[src/sv/wpce_pkg.sv]
// Package for the waypoint path cost estimator: field widths, register
// indexes, constants and the status struct of the serial units. No dependencies.
`default_nettype none
package wpce_pkg;
    localparam int COORD_BITS_DEF = 24;
    localparam int DIST_BITS_DEF  = 40;
    localparam int REG_W   = 16;
    localparam int IDX_W   = 8;
    localparam int OVR_W   = 41;
    localparam int CNT_W   = 16;
    localparam int ETA_W   = 47;
    localparam int DROP_W  = 26;
    localparam int PROJ_W  = 27;
    localparam int DIVR_W  = 20;
    localparam logic [IDX_W-1:0] REG_SPEED   = 8'd0;
    localparam logic [IDX_W-1:0] REG_BATTERY = 8'd1;
    localparam logic [IDX_W-1:0] REG_DROP    = 8'd2;
    localparam logic [IDX_W-1:0] REG_MIN_BAT = 8'd3;
    localparam logic [REG_W-1:0] SPEED_RESET = 16'd1000;
    localparam logic [REG_W-1:0] SPEED_FLOOR = 16'd10;
    localparam logic [DIVR_W-1:0] DROP_DIVISOR = 20'd1000000;
    localparam logic CMD_WAYPOINT = 1'b0;
    localparam logic CMD_OVERRIDE = 1'b1;
    localparam logic SRC_PATH     = 1'b0;
    localparam logic SRC_OVERRIDE = 1'b1;

    typedef struct packed {
        logic busy;
        logic done;
    } su_stat_t;
endpackage
`default_nettype wire

[src/sv/wpce_smul.sv]
// Bit-serial shift-add multiplier, one multiplier bit per cycle, MSB first.
// Depends on wpce_pkg for the unit status struct.
`default_nettype none
module wpce_smul
    import wpce_pkg::*;
#(
    parameter int AW = 40,
    parameter int BW = 25
)
(
    input  wire logic            clk,
    input  wire logic            rst_n,
    input  wire logic            start,
    input  wire logic [AW-1:0]   a,
    input  wire logic [BW-1:0]   b,
    output logic [AW+BW-1:0]     prod,
    output su_stat_t             stat
);
    localparam int CW = $clog2(BW + 1);

    logic            busy_reg, done_reg;
    logic [CW-1:0]   cnt_reg;
    logic [AW-1:0]   a_reg;
    logic [BW-1:0]   b_reg;
    logic [AW+BW-1:0] acc_reg, acc_next;

    assign acc_next = {acc_reg[AW+BW-2:0], 1'b0}
                      + (b_reg[BW-1] ? (AW+BW)'(a_reg) : '0);

    always_ff @(posedge clk or negedge rst_n)
    begin
        if (!rst_n)
        begin
            busy_reg <= 1'b0;
            done_reg <= 1'b0;
            cnt_reg  <= '0;
        end
        else
        begin
            done_reg <= 1'b0;
            if (start)
            begin
                busy_reg <= 1'b1;
                cnt_reg  <= CW'(BW);
            end
            else if (busy_reg)
            begin
                cnt_reg <= cnt_reg - 1'b1;
                if (cnt_reg == CW'(1))
                begin
                    busy_reg <= 1'b0;
                    done_reg <= 1'b1;
                end
            end
        end
    end

    always_ff @(posedge clk)
    begin
        if (start)
        begin
            a_reg   <= a;
            b_reg   <= b;
            acc_reg <= '0;
        end
        else if (busy_reg)
        begin
            acc_reg <= acc_next;
            b_reg   <= {b_reg[BW-2:0], 1'b0};
        end
    end

    assign prod = acc_reg;
    assign stat = '{busy: busy_reg, done: done_reg};
endmodule
`default_nettype wire

[src/sv/wpce_ssqrt.sv]
// Digit-serial integer square root, two radicand bits and one root bit per cycle.
// Depends on wpce_pkg for the unit status struct.
`default_nettype none
module wpce_ssqrt
    import wpce_pkg::*;
#(
    parameter int RW = 26
)
(
    input  wire logic            clk,
    input  wire logic            rst_n,
    input  wire logic            start,
    input  wire logic [2*RW-1:0] rad,
    output logic [RW-1:0]        root,
    output su_stat_t             stat
);
    localparam int CW = $clog2(RW + 1);

    logic              busy_reg, done_reg;
    logic [CW-1:0]     cnt_reg;
    logic [2*RW-1:0]   rad_reg;
    logic [RW+1:0]     rem_reg;
    logic [RW-1:0]     root_reg;
    logic [RW+3:0]     rem_sh, trial;
    logic              ge;

    assign rem_sh = {rem_reg, rad_reg[2*RW-1:2*RW-2]};
    assign trial  = (RW+4)'({root_reg, 2'b01});
    assign ge     = rem_sh >= trial;

    always_ff @(posedge clk or negedge rst_n)
    begin
        if (!rst_n)
        begin
            busy_reg <= 1'b0;
            done_reg <= 1'b0;
            cnt_reg  <= '0;
        end
        else
        begin
            done_reg <= 1'b0;
            if (start)
            begin
                busy_reg <= 1'b1;
                cnt_reg  <= CW'(RW);
            end
            else if (busy_reg)
            begin
                cnt_reg <= cnt_reg - 1'b1;
                if (cnt_reg == CW'(1))
                begin
                    busy_reg <= 1'b0;
                    done_reg <= 1'b1;
                end
            end
        end
    end

    always_ff @(posedge clk)
    begin
        if (start)
        begin
            rad_reg  <= rad;
            rem_reg  <= '0;
            root_reg <= '0;
        end
        else if (busy_reg)
        begin
            rad_reg  <= {rad_reg[2*RW-3:0], 2'b00};
            rem_reg  <= (RW+2)'(ge ? rem_sh - trial : rem_sh);
            root_reg <= {root_reg[RW-2:0], ge};
        end
    end

    assign root = root_reg;
    assign stat = '{busy: busy_reg, done: done_reg};
endmodule
`default_nettype wire

[src/sv/wpce_sdiv.sv]
// Bit-serial restoring divider, one quotient bit per cycle.
// Depends on wpce_pkg for the unit status struct.
`default_nettype none
module wpce_sdiv
    import wpce_pkg::*;
#(
    parameter int NW = 56,
    parameter int DW = 20
)
(
    input  wire logic          clk,
    input  wire logic          rst_n,
    input  wire logic          start,
    input  wire logic [NW-1:0] num,
    input  wire logic [DW-1:0] den,
    output logic [NW-1:0]      quo,
    output su_stat_t           stat
);
    localparam int CW = $clog2(NW + 1);

    logic          busy_reg, done_reg;
    logic [CW-1:0] cnt_reg;
    logic [NW-1:0] nq_reg;
    logic [DW-1:0] den_reg, rem_reg;
    logic [DW:0]   sh;
    logic          ge;

    assign sh = {rem_reg, nq_reg[NW-1]};
    assign ge = sh >= {1'b0, den_reg};

    always_ff @(posedge clk or negedge rst_n)
    begin
        if (!rst_n)
        begin
            busy_reg <= 1'b0;
            done_reg <= 1'b0;
            cnt_reg  <= '0;
        end
        else
        begin
            done_reg <= 1'b0;
            if (start)
            begin
                busy_reg <= 1'b1;
                cnt_reg  <= CW'(NW);
            end
            else if (busy_reg)
            begin
                cnt_reg <= cnt_reg - 1'b1;
                if (cnt_reg == CW'(1))
                begin
                    busy_reg <= 1'b0;
                    done_reg <= 1'b1;
                end
            end
        end
    end

    always_ff @(posedge clk)
    begin
        if (start)
        begin
            nq_reg  <= num;
            den_reg <= den;
            rem_reg <= '0;
        end
        else if (busy_reg)
        begin
            rem_reg <= DW'(ge ? sh - {1'b0, den_reg} : sh);
            nq_reg  <= {nq_reg[NW-2:0], ge};
        end
    end

    assign quo  = nq_reg;
    assign stat = '{busy: busy_reg, done: done_reg};
endmodule
`default_nettype wire

[src/sv/waypoint_path_cost_estimator.sv]
// Top level of the waypoint path cost estimator: path state, sequencer, output register.
// Depends on wpce_pkg, wpce_smul, wpce_ssqrt and wpce_sdiv.
//
//   channel   dir  handshake            payload
//   s_axis    in   s_tvalid/s_tready    s_tdata, s_tuser=command, s_tlast=last_point
//   m_axis    out  m_tvalid/m_tready    m_tdata, m_tuser=source
//   cfg       in   cfg_valid/cfg_ready  cfg_index, cfg_data
//
// A waypoint with a predecessor takes a dispatch state, two serial squares, a square
// root and an accumulate state; without a predecessor it takes dispatch and accumulate
// only. An emitted result adds two divides (ETA, drop), one multiply and one output load.
// One request at a time; s_tready is high only while idle. A result waiting on
// m_tready holds the sequencer. Reset is asynchronous, active low; no clearing pass.
// cfg_ready is always high.
`default_nettype none
module waypoint_path_cost_estimator
    import wpce_pkg::*;
#(
    parameter int COORD_BITS = COORD_BITS_DEF,
    parameter int DIST_BITS  = DIST_BITS_DEF,
    localparam int IN_W   = 2*COORD_BITS + OVR_W + CNT_W,
    localparam int IN_TW  = ((IN_W + 7) / 8) * 8,
    localparam int OUT_W  = DIST_BITS + ETA_W + DROP_W + PROJ_W + 1 + CNT_W,
    localparam int OUT_TW = ((OUT_W + 7) / 8) * 8
)
(
    input  wire logic              clk,
    input  wire logic              rst_n,
    input  wire logic              s_tvalid,
    output logic                   s_tready,
    // point_x, point_y, override_distance, override_count
    input  wire logic [IN_TW-1:0]  s_tdata,
    // command
    input  wire logic              s_tuser,
    input  wire logic              s_tlast,
    output logic                   m_tvalid,
    input  wire logic              m_tready,
    // distance_mm, eta_ms, drop_mv, projected_mv, sufficient, point_count
    output logic [OUT_TW-1:0]      m_tdata,
    // source
    output logic                   m_tuser,
    input  wire logic              cfg_valid,
    output logic                   cfg_ready,
    input  wire logic [IDX_W-1:0]  cfg_index,
    input  wire logic [REG_W-1:0]  cfg_data
);
    localparam int DXW  = COORD_BITS + 1;
    localparam int RW   = DXW + 1;
    localparam int MA   = (DIST_BITS > DXW) ? DIST_BITS : DXW;
    localparam int MB   = (DXW > REG_W) ? DXW : REG_W;
    localparam int NW   = DIST_BITS + 16;
    localparam int SUMW = ((DIST_BITS > RW) ? DIST_BITS : RW) + 1;
    localparam int XW   = (DIST_BITS > OVR_W - 1) ? DIST_BITS : OVR_W - 1;
    localparam int QW   = (NW > ETA_W) ? NW : ETA_W;

    localparam logic [3:0] S_IDLE = 4'd0;
    localparam logic [3:0] S_DISP = 4'd1;
    localparam logic [3:0] S_SQX  = 4'd2;
    localparam logic [3:0] S_SQY  = 4'd3;
    localparam logic [3:0] S_SQRT = 4'd4;
    localparam logic [3:0] S_ACC  = 4'd5;
    localparam logic [3:0] S_ETA  = 4'd6;
    localparam logic [3:0] S_DMUL = 4'd7;
    localparam logic [3:0] S_DDIV = 4'd8;
    localparam logic [3:0] S_OUT  = 4'd9;

    logic [3:0] state_reg, state_next;

    logic [REG_W-1:0] speed_reg, battery_reg, drop_uv_reg, min_bat_reg;

    logic signed [COORD_BITS-1:0] prev_x_reg, prev_y_reg, x_reg, y_reg;
    logic                         have_prev_reg, cmd_reg, last_reg;
    logic [DIST_BITS-1:0]         path_reg, dist_reg;
    logic [CNT_W-1:0]             seen_reg, count_reg;
    logic                         src_reg;
    logic [ETA_W-1:0]             eta_reg;

    logic [DIST_BITS-1:0] out_dist_reg;
    logic [ETA_W-1:0]     out_eta_reg;
    logic [DROP_W-1:0]    out_drop_reg;
    logic [PROJ_W-1:0]    out_proj_reg;
    logic                 out_suff_reg, out_src_reg, m_tvalid_reg;
    logic [CNT_W-1:0]     out_count_reg;

    logic accept;
    logic signed [COORD_BITS-1:0] in_x, in_y;
    logic [OVR_W-1:0] in_ovr;
    logic [CNT_W-1:0] in_ocnt;
    logic [XW-1:0]    ovr_ext;
    logic [DIST_BITS-1:0] ovr_dist;

    logic signed [COORD_BITS:0] dx_s, dy_s;
    logic [DXW-1:0] dx, dy;

    logic           mul_start, sqrt_start, div_start;
    logic [MA-1:0]  mul_a;
    logic [MB-1:0]  mul_b;
    logic [MA+MB-1:0] prod;
    logic [MA+MB-1:0] sq_reg;
    logic [2*RW-1:0]  rad;
    logic [RW-1:0]    root;
    logic [NW-1:0]    div_num, div_q;
    logic [DIVR_W-1:0] div_den;
    su_stat_t mul_st, sqrt_st, div_st;

    logic [REG_W-1:0] spd;
    logic [RW-1:0]    seg;
    logic [SUMW-1:0]  path_sum;
    logic [DIST_BITS-1:0] path_new;
    logic [CNT_W-1:0] seen_new;
    logic [QW-1:0]    q_ext;
    logic [DROP_W-1:0] drop_sat;
    logic signed [PROJ_W:0] proj_full;
    logic out_load;

    assign in_x    = s_tdata[COORD_BITS-1:0];
    assign in_y    = s_tdata[2*COORD_BITS-1:COORD_BITS];
    assign in_ovr  = s_tdata[2*COORD_BITS+OVR_W-1:2*COORD_BITS];
    assign in_ocnt = s_tdata[IN_W-1:2*COORD_BITS+OVR_W];
    assign ovr_ext = XW'(in_ovr[OVR_W-2:0]);
    assign ovr_dist = in_ovr[OVR_W-1] ? '0 :
                      (ovr_ext > XW'({DIST_BITS{1'b1}})) ? {DIST_BITS{1'b1}} :
                      DIST_BITS'(ovr_ext);

    assign s_tready  = (state_reg == S_IDLE);
    assign accept    = s_tvalid && s_tready;
    assign cfg_ready = 1'b1;

    assign dx_s = (COORD_BITS+1)'(x_reg) - (COORD_BITS+1)'(prev_x_reg);
    assign dy_s = (COORD_BITS+1)'(y_reg) - (COORD_BITS+1)'(prev_y_reg);
    assign dx   = dx_s[COORD_BITS] ? DXW'(-dx_s) : DXW'(dx_s);
    assign dy   = dy_s[COORD_BITS] ? DXW'(-dy_s) : DXW'(dy_s);

    assign spd = (speed_reg < SPEED_FLOOR) ? SPEED_FLOOR : speed_reg;

    always_comb
    begin
        mul_a = MA'(dx);
        mul_b = MB'(dx);
        if (state_reg == S_SQX)
        begin
            mul_a = MA'(dy);
            mul_b = MB'(dy);
        end
        else if (state_reg == S_ETA)
        begin
            mul_a = MA'(dist_reg);
            mul_b = MB'(drop_uv_reg);
        end
    end

    assign rad = (2*RW)'(sq_reg) + (2*RW)'(prod);

    always_comb
    begin
        if (state_reg == S_DMUL)
        begin
            div_num = prod[NW-1:0];
            div_den = DROP_DIVISOR;
        end
        else
        begin
            div_num = (NW'(path_new) << 10) - (NW'(path_new) << 4) - (NW'(path_new) << 3);
            div_den = DIVR_W'(spd);
            if (state_reg == S_DISP)
            begin
                div_num = (NW'(dist_reg) << 10) - (NW'(dist_reg) << 4)
                          - (NW'(dist_reg) << 3);
            end
        end
    end

    assign seg      = have_prev_reg ? root : '0;
    assign path_sum = SUMW'(path_reg) + SUMW'(seg);
    assign path_new = (path_sum > SUMW'({DIST_BITS{1'b1}})) ? {DIST_BITS{1'b1}}
                                                          : DIST_BITS'(path_sum);
    assign seen_new = (seen_reg == {CNT_W{1'b1}}) ? seen_reg : seen_reg + 1'b1;

    assign q_ext    = QW'(div_q);
    assign drop_sat = (div_q > NW'({DROP_W{1'b1}})) ? {DROP_W{1'b1}} : DROP_W'(div_q);
    assign proj_full = $signed({{(PROJ_W+1-REG_W){1'b0}}, battery_reg})
                       - $signed({{(PROJ_W+1-DROP_W){1'b0}}, drop_sat});

    assign out_load = (state_reg == S_OUT) && (!m_tvalid_reg || m_tready);

    always_comb
    begin
        state_next = state_reg;
        mul_start  = 1'b0;
        sqrt_start = 1'b0;
        div_start  = 1'b0;
        case (state_reg)
            S_IDLE:
            begin
                if (accept)
                begin
                    state_next = S_DISP;
                end
            end
            S_DISP:
            begin
                if (cmd_reg == CMD_OVERRIDE)
                begin
                    div_start  = 1'b1;
                    state_next = S_ETA;
                end
                else if (have_prev_reg)
                begin
                    mul_start  = 1'b1;
                    state_next = S_SQX;
                end
                else
                begin
                    state_next = S_ACC;
                end
            end
            S_SQX:
            begin
                if (mul_st.done)
                begin
                    mul_start  = 1'b1;
                    state_next = S_SQY;
                end
            end
            S_SQY:
            begin
                if (mul_st.done)
                begin
                    sqrt_start = 1'b1;
                    state_next = S_SQRT;
                end
            end
            S_SQRT:
            begin
                if (sqrt_st.done)
                begin
                    state_next = S_ACC;
                end
            end
            S_ACC:
            begin
                if (last_reg)
                begin
                    div_start  = 1'b1;
                    state_next = S_ETA;
                end
                else
                begin
                    state_next = S_IDLE;
                end
            end
            S_ETA:
            begin
                if (div_st.done)
                begin
                    mul_start  = 1'b1;
                    state_next = S_DMUL;
                end
            end
            S_DMUL:
            begin
                if (mul_st.done)
                begin
                    div_start  = 1'b1;
                    state_next = S_DDIV;
                end
            end
            S_DDIV:
            begin
                if (div_st.done)
                begin
                    state_next = S_OUT;
                end
            end
            S_OUT:
            begin
                if (out_load)
                begin
                    state_next = S_IDLE;
                end
            end
            default:
            begin
                state_next = S_IDLE;
            end
        endcase
    end

    always_ff @(posedge clk or negedge rst_n)
    begin
        if (!rst_n)
        begin
            state_reg     <= S_IDLE;
            speed_reg     <= SPEED_RESET;
            battery_reg   <= '0;
            drop_uv_reg   <= '0;
            min_bat_reg   <= '0;
            prev_x_reg    <= '0;
            prev_y_reg    <= '0;
            have_prev_reg <= 1'b0;
            path_reg      <= '0;
            seen_reg      <= '0;
            m_tvalid_reg  <= 1'b0;
        end
        else
        begin
            state_reg <= state_next;
            if (cfg_valid)
            begin
                case (cfg_index)
                    REG_SPEED:   speed_reg   <= cfg_data;
                    REG_BATTERY: battery_reg <= cfg_data;
                    REG_DROP:    drop_uv_reg <= cfg_data;
                    REG_MIN_BAT: min_bat_reg <= cfg_data;
                    default:     ;
                endcase
            end
            if (state_reg == S_ACC)
            begin
                if (last_reg)
                begin
                    prev_x_reg    <= '0;
                    prev_y_reg    <= '0;
                    have_prev_reg <= 1'b0;
                    path_reg      <= '0;
                    seen_reg      <= '0;
                end
                else
                begin
                    prev_x_reg    <= x_reg;
                    prev_y_reg    <= y_reg;
                    have_prev_reg <= 1'b1;
                    path_reg      <= path_new;
                    seen_reg      <= seen_new;
                end
            end
            if (out_load)
            begin
                m_tvalid_reg <= 1'b1;
            end
            else if (m_tready)
            begin
                m_tvalid_reg <= 1'b0;
            end
        end
    end

    always_ff @(posedge clk)
    begin
        if (accept)
        begin
            cmd_reg   <= s_tuser;
            last_reg  <= s_tlast;
            x_reg     <= in_x;
            y_reg     <= in_y;
            dist_reg  <= ovr_dist;
            count_reg <= in_ocnt;
            src_reg   <= SRC_OVERRIDE;
        end
        else if (state_reg == S_ACC)
        begin
            dist_reg  <= path_new;
            count_reg <= seen_new;
            src_reg   <= SRC_PATH;
        end
        if (state_reg == S_SQY && mul_st.done)
        begin
            sq_reg <= sq_reg;
        end
        else if (state_reg == S_SQX && mul_st.done)
        begin
            sq_reg <= prod;
        end
        if (state_reg == S_ETA && div_st.done)
        begin
            eta_reg <= (q_ext > QW'({ETA_W{1'b1}})) ? {ETA_W{1'b1}} : ETA_W'(q_ext);
        end
        if (state_reg == S_DDIV && div_st.done)
        begin
            out_drop_reg <= drop_sat;
            out_proj_reg <= PROJ_W'(proj_full);
            out_suff_reg <= (battery_reg == '0) ||
                            (proj_full >= $signed({{(PROJ_W+1-REG_W){1'b0}}, min_bat_reg}));
        end
        if (out_load)
        begin
            out_dist_reg  <= dist_reg;
            out_eta_reg   <= eta_reg;
            out_count_reg <= count_reg;
            out_src_reg   <= src_reg;
        end
    end

    // Hold drop, projection and flag in staging until the output request is free.
    logic [DROP_W-1:0] m_drop_reg;
    logic [PROJ_W-1:0] m_proj_reg;
    logic              m_suff_reg;

    always_ff @(posedge clk)
    begin
        if (out_load)
        begin
            m_drop_reg <= out_drop_reg;
            m_proj_reg <= out_proj_reg;
            m_suff_reg <= out_suff_reg;
        end
    end

    wpce_smul #(.AW(MA), .BW(MB)) u_smul (
        .clk   (clk),
        .rst_n (rst_n),
        .start (mul_start),
        .a     (mul_a),
        .b     (mul_b),
        .prod  (prod),
        .stat  (mul_st)
    );

    wpce_ssqrt #(.RW(RW)) u_ssqrt (
        .clk   (clk),
        .rst_n (rst_n),
        .start (sqrt_start),
        .rad   (rad),
        .root  (root),
        .stat  (sqrt_st)
    );

    wpce_sdiv #(.NW(NW), .DW(DIVR_W)) u_sdiv (
        .clk   (clk),
        .rst_n (rst_n),
        .start (div_start),
        .num   (div_num),
        .den   (div_den),
        .quo   (div_q),
        .stat  (div_st)
    );

    assign m_tvalid = m_tvalid_reg;
    assign m_tuser  = out_src_reg;
    assign m_tdata  = OUT_TW'({out_count_reg, m_suff_reg, m_proj_reg, m_drop_reg,
                               out_eta_reg, out_dist_reg});
endmodule
`default_nettype wire

[config.mk]
export PLATFORM = sky130hd
export DESIGN_NAME = waypoint_path_cost_estimator
export DESIGN_NICKNAME = d
export VERILOG_FILES = /design/src/sv/wpce_pkg.sv /design/src/sv/wpce_smul.sv /design/src/sv/wpce_ssqrt.sv /design/src/sv/wpce_sdiv.sv /design/src/sv/waypoint_path_cost_estimator.sv
export SDC_FILE = /design/constraint.sdc
export NUM_CORES = 2
export LEC_CHECK = 0
export BUFFER_PORTS_ARGS = -buffer_cell sky130_fd_sc_hd__buf_2
export CORE_ASPECT_RATIO = 2
export CORE_MARGIN = 4
export CORE_UTILIZATION = 50
export CTS_CLUSTER_DIAMETER = 150
export DETAILED_ROUTE_END_ITERATION = 16
export PLACE_DENSITY = 0.7
export SLEW_MARGIN = 5
export SYNTH_ARGS = -nofsm -noshare
export SYNTH_HDL_FRONTEND = slang
export SYNTH_SLANG_ARGS = --single-unit
[constraint.sdc]
create_clock -name clk -period 7.43 [get_ports clk]
set_input_delay 1.486 -clock clk [delete_from_list [all_inputs] [get_ports clk]]
set_output_delay 1.486 -clock clk [all_outputs]
set_load 0.01 [all_outputs]
**Yosys cells after proc, flatten, opt, wreduce, memory -nomap -nowiden**

Index checks and enable logic that the tools add are counted.

- Output and inout bits: 164
- Register bits: 937

- Mux-type cells: 81
- Eq/ne operators: 24
- $lt $le $gt $ge: 8
- Add/subtract/negate cells: 18
- Bitwise operators: 2
- Reduce and logical (&&, ||, !) cells: 25

Operators with widths:

| operator | number |
|---|---|
| 2-to-1 mux 40 bit | 7 |
| 2-to-1 mux 56 bit | 4 |
| 2-to-1 mux 25 bit | 8 |
| 2-to-1 mux 52 bit | 2 |
| subtractor 51 x 44 -> 52 bit | 2 |
| subtractor 50 x 44 -> 51 bit | 2 |
| 2-to-1 mux 16 bit | 5 |
| adder 56 x 40 -> 56 bit | 1 |
| greater-than comparator 56 x 26 -> 1 bit, second input constant | 1 |
| greater-than comparator 56 x 47 -> 1 bit, second input constant | 1 |
| adder 52 bit | 1 |
| 2-to-1 mux 26 bit | 2 |
| negation 25 bit | 2 |
| subtractor 24 x 24 -> 25 bit | 2 |
| 2-to-1 mux 24 bit | 2 |
| adder 40 x 26 -> 41 bit | 1 |
| greater-than comparator 41 x 40 -> 1 bit, second input constant | 1 |
| greater-than comparator 40 bit, second input constant | 1 |
| 2-to-1 mux 20 bit | 2 |
| one-hot mux 4 bit (10 select lines) | 1 |
| 2-to-1 mux 4 bit | 8 |
| >= comparator 30 x 28 -> 1 bit | 1 |
| 2-to-1 mux 1 bit | 28 |
| 2-to-1 mux 28 bit | 1 |
| other kinds (35) | 72 |

**Logic depth before layout (Yosys ltp)**

- Depth in word-level cells: 9
- Depth in mapped cells: 42

**By module**

Synthesis repeated with hierarchy kept, for this count alone.

- Cell total of the unflattened synthesis: 6,128
- Area, all modules: 59,791.1 sq um

By module, submodules not included:

| module | times used | area each (sq um) | cells an instance |
|---|---|---|---|
| waypoint_path_cost_estimator | 1 | 40,064.7 | 4,254 |
| wpce_smul | 1 | 8,249.2 | 850 |
| wpce_ssqrt | 1 | 6,053.3 | 575 |
| wpce_sdiv | 1 | 5,424.0 | 449 |

**Worst setup path before layout**

Ideal clock, no wire load.

- Kind: in2reg
- Start point: in m_tready
- End point: reg m_drop_reg[0] (enable)
- Arrival time: 8,098 ps
- Setup time: 678 ps
- Cell stages on the path: 2
- Slack: -1,346 ps
- Cell sequence: nor2b_1 nor2_1

- Cells in the longest elaborated chain, start to end: 2

Ends and longest elaborated chain:

| what | RTL line | text |
|---|---|---|
| start, declared | waypoint_path_cost_estimator.sv:37 | `input wire logic m_tready,` |
| logical OR 1 bit | waypoint_path_cost_estimator.sv:184 | `assign out_load = (state_reg == S_OUT) && (!m_tvalid_reg \|\| m_tready);` |
| logical AND 1 bit | waypoint_path_cost_estimator.sv:184 |  |
| named net out_load | waypoint_path_cost_estimator.sv:114 | `logic out_load;` |
| end signal, assigned | waypoint_path_cost_estimator.sv:403 | `m_drop_reg <= out_drop_reg;` |
| end, declared | waypoint_path_cost_estimator.sv:395 | `logic [DROP_W-1:0] m_drop_reg;` |

The timed path passes the listed nets, and every way through them passes these cells.
A chain may end at the register's enable or synchronous reset.

**Worst setup path in the final report**

- Start point: reg have_prev_reg
- End point: reg u_sdiv.nq_reg[53] (netlist: u_sdiv.quo[53]), data pin

- Cells in the longest elaborated chain, start to end: 9

Ends and longest elaborated chain:

| what | RTL line | text |
|---|---|---|
| start, declared | waypoint_path_cost_estimator.sv:72 | `logic have_prev_reg, cmd_reg, last_reg;` |
| start signal, assigned | waypoint_path_cost_estimator.sv:300 | `have_prev_reg <= 1'b0;` |
| start signal, assigned | waypoint_path_cost_estimator.sv:324 | `have_prev_reg <= 1'b0;` |
| start signal, assigned | waypoint_path_cost_estimator.sv:332 | `have_prev_reg <= 1'b1;` |
| 2-to-1 mux 26 bit * | waypoint_path_cost_estimator.sv:173 | `assign seg = have_prev_reg ? root : '0;` |
| adder 40 x 26 -> 41 bit * | waypoint_path_cost_estimator.sv:174 | `assign path_sum = SUMW'(path_reg) + SUMW'(seg);` |
| greater-than comparator 41 x 40 -> 1 bit | waypoint_path_cost_estimator.sv:175 | `assign path_new = (path_sum > SUMW'({DIST_BITS{1'b1}})) ? {DIST_BITS{1'b1}}` |
| 2-to-1 mux 40 bit * | waypoint_path_cost_estimator.sv:175 |  |
| subtractor 50 x 44 -> 51 bit | waypoint_path_cost_estimator.sv:163 | `div_num = (NW'(path_new) << 10) - (NW'(path_new) << 4) - (NW'(path_new) << 3);` |
| subtractor 51 x 44 -> 52 bit * | waypoint_path_cost_estimator.sv:163 |  |
| 2-to-1 mux 56 bit * | waypoint_path_cost_estimator.sv:165 | `if (state_reg == S_DISP)` |
| 2-to-1 mux 56 bit * | waypoint_path_cost_estimator.sv:156 | `if (state_reg == S_DMUL)` |
| 2-to-1 mux 56 bit * | wpce_sdiv.sv:61 | `if (start)` |
| end signal, assigned | wpce_sdiv.sv:63 | `nq_reg <= num;` |
| end signal, assigned | wpce_sdiv.sv:70 | `nq_reg <= {nq_reg[NW-2:0], ge};` |
| end, declared | wpce_sdiv.sv:23 | `logic [NW-1:0] nq_reg;` |

Mark *: on every way between the ends. The rest lies on a longest branch, timed or not.

==> impl_metrics.json <==
{
  "status": "finished, final reports clean",
  "antenna_found_initial": 6,
  "netlist.area_leader.share": 0.312,
  "maxCapViolCount": 0,
  "synth_flop_cell": "edfxtp_1",
  "rows": 177,
  "gr-usage-met1": 0.301,
  "async_reset_ff_frac": 0.210,
  "register_area_um2": 25800,
  "critPathKind": "flip-flop to flip-flop",
  "cp_top_family": "simple AND/OR/NAND/NOR gates",
  "min_period_ps": 7310,
  "min_to": "out_eta_reg[26]$_DFFE_PP_",
  "syn_area_um2": 58400,
  "rsz0062_at_grt": "true",
  "drc": 0,
  "drtPass1Iterations": 6,
  "cts.sinks": 934,
  "r2r_slack_ps": 120,
  "htreeDepth": 3,
  "die_h_um": 491,
  "final-setup-viol-count": 0,
  "r2r_cells": 35,
  "clk_latency_ps": 730,
  "fp.dieArea_um2": 123000,
  "hp-class": "flip-flop to flip-flop",
  "slew_viol_final": 0,
  "fin_area_um2": 69600,
  "slowest_delay_ps": 520,
  "grt_pass1_vias": 48989,
  "gr-total-overflow": 0,
  "core_area_um2": 116000,
  "grt_max_degree": 144,
  "numCtsBuffers": 85,
  "grt_pass1_wl_um": 275000,
  "busiest_layer": "met2",
  "synth_area_leaders": "edfxtp_1, ha_1, dfrtp_1",
  "start_util": 0.503,
  "vias_per_cell": 5.83,
  "ant_nets": 0,
  "seq_area_frac_synth": 0.441,
  "grt_use_met3": 0.0333,
  "met2_usage": 0.535,
  "final-hold-violation-count": 0,
  "drt-total-wl_um": 183000,
  "synth_cell_types": 117,
  "wl_per_cell_um": 21.6,
  "hold_start": "eta_reg[26]$_SDFFCE_PN1P_",
  "place_hpwl_um": 142000,
  "timing.rr.end": "u_sdiv.quo[53]$_DFFE_PP_",
  "vias": 49334,
  "slowest_stage": "dfrtp_2",
  "n_fill_cell": 9983,
  "port_buffers": 295,
  "worstMarginPinSlew_ps": 1220,
  "whs_path_depth": 0,
  "critPathCaptureType": "flip-flop",
  "synth-edff-count": 607,
  "grt_usage": 0.286,
  "setup-tns-final_ps": 0,
  "worstReg2RegStart": "have_prev_reg$_DFFE_PN0P_",
  "cts_buffer_depth": 3,
  "yosys.area.top_type": "edfxtp_1",
  "multi_input_area_um2": 31500,
  "synthToLayoutAreaGrowth_pct": 19.1,
  "startpoint_type": "flip-flop",
  "yosys_warnings": 0,
  "num_io_pins": 307,
  "period_share": 0.984,
  "post_dp_cell_area_um2": 65000,
  "synth_area_per_cell_um2": 9.53,
  "final_cell_mix": "edfxtp_1, nand2_1, buf_4",
  "drtIter0Drc": 3158,
  "fp.dieW_um": 250,
  "cts_tree": "done",
  "crit_required_ps": 7890,
  "nNetsFinal": 7402,
  "netlist_instances": 6133,
  "place.gp.congestion": 0.991,
  "max_freq_ghz": 0.137,
  "crit_buf_inv": 5,
  "cts_hold_buffers": 0,
  "layout_commonest_cell": "edfxtp_1",
  "layout-drive-gt1-share": 0.209,
  "crit_fanout": 8,
  "clk_pin_slew_ps": 80,
  "arrival_ps": 7770,
  "holdWs_ps": 386,
  "synth.ff_latch_count": 934,
  "maxSlewHeadroom": 0.179,
  "skew_ps": 62.0,
  "root_buffer": "clkbuf_16"
}
logic make-up after synthesis:
group                    count (synthesis)  synth area share
XOR/XNOR                               435            0.0659
buffers and inverters                  612            0.0415
adder cells (fa/ha/maj)                404            0.0872
AO/OA/AOI/OAI                         1718             0.181
multiplexers                           166            0.0300
flip-flops                             934             0.441
other                                    2          0.000129
AND/OR/NAND/NOR                       1862             0.153
area by class of cell:
cell class                      count  area share
Clock inverter                     59     0.00991
Multi-Input combinational cell   4589       0.452
Inverter                          380      0.0205
Antenna cell                        9    0.000324
Tap cell                         1521      0.0273
Clock buffer                      101      0.0335
Timing Repair Buffer              870      0.0862
Sequential cell                   934       0.370
synth_stat cells, types with 74 or more instances:
library cell	instances
nand2_1	617
edfxtp_1	607
a21oi_1	514
o21ai_0	509
nor2_1	448
ha_1	392
inv_1	377
xnor2_1	298
clkbuf_1	190
dfrtp_1	190
a21o_1	152
xor2_1	133
dfxtp_1	131
nor3_1	109
nand3_1	102
mux2i_1	93
and2_1	90
nand2b_1	74
per-layer routing:
layer  vias to the layer above  wire length, µm
met5                         -                0
met4                         0            14200
met3                       518             8430
met2                      1550            95500
met1                     23765            65000
li1                      23501                -
metrics by stage:
| step | cells | utilization | worst slack (ps) |
|---|---|---|---|
| floorplan | 6135 | - | 22.7 |
| global placement | 8257 | 0.559 | -475 |
| detailed placement | 8257 | 0.559 | -564 |
| CTS | 8422 | 0.588 | 0.616 |
| global route | 8461 | 0.599 | -140 |
| finish | 8463 | 0.599 | 117 |
worst max path at each step:
| stage | startpoint | end | slack [ps] | depth (start not counted) |
|---|---|---|---|---|
| floorplan | have_prev_reg$_DFFE_PN0P_ | u_sdiv.quo[51]$_DFFE_PP_ | 20 | 38 |
| global placement | u_sdiv.quo[52]$_DFFE_PP_ | out_suff_reg$_DFFE_PP_ | -480 | 30 |
| detailed placement | have_prev_reg$_DFFE_PN0P_ | u_sdiv.quo[54]$_DFFE_PP_ | -560 | 40 |
| CTS | have_prev_reg$_DFFE_PN0P_ | u_sdiv.quo[44]$_DFFE_PP_ | 0.6 | 35 |
| global route | have_prev_reg$_DFFE_PN0P_ | u_sdiv.quo[52]$_DFFE_PP_ | -140 | 40 |
| finish | have_prev_reg$_DFFE_PN0P_ | u_sdiv.quo[53]$_DFFE_PP_ | 120 | 35 |
repair_timing:
action / in CTS / in global routing
setup endpoints to repair: 30 / 28
gates cloned: 0 / 2
buffers inserted: 5 / 30
gates resized for setup: 48 / 216
endpoints found under the hold margin: 0 / 0
pin swaps: 18 / 116
Power is not shown: default switching activity piles up to over one toggle a cycle in this logic, so the estimate is an artifact.
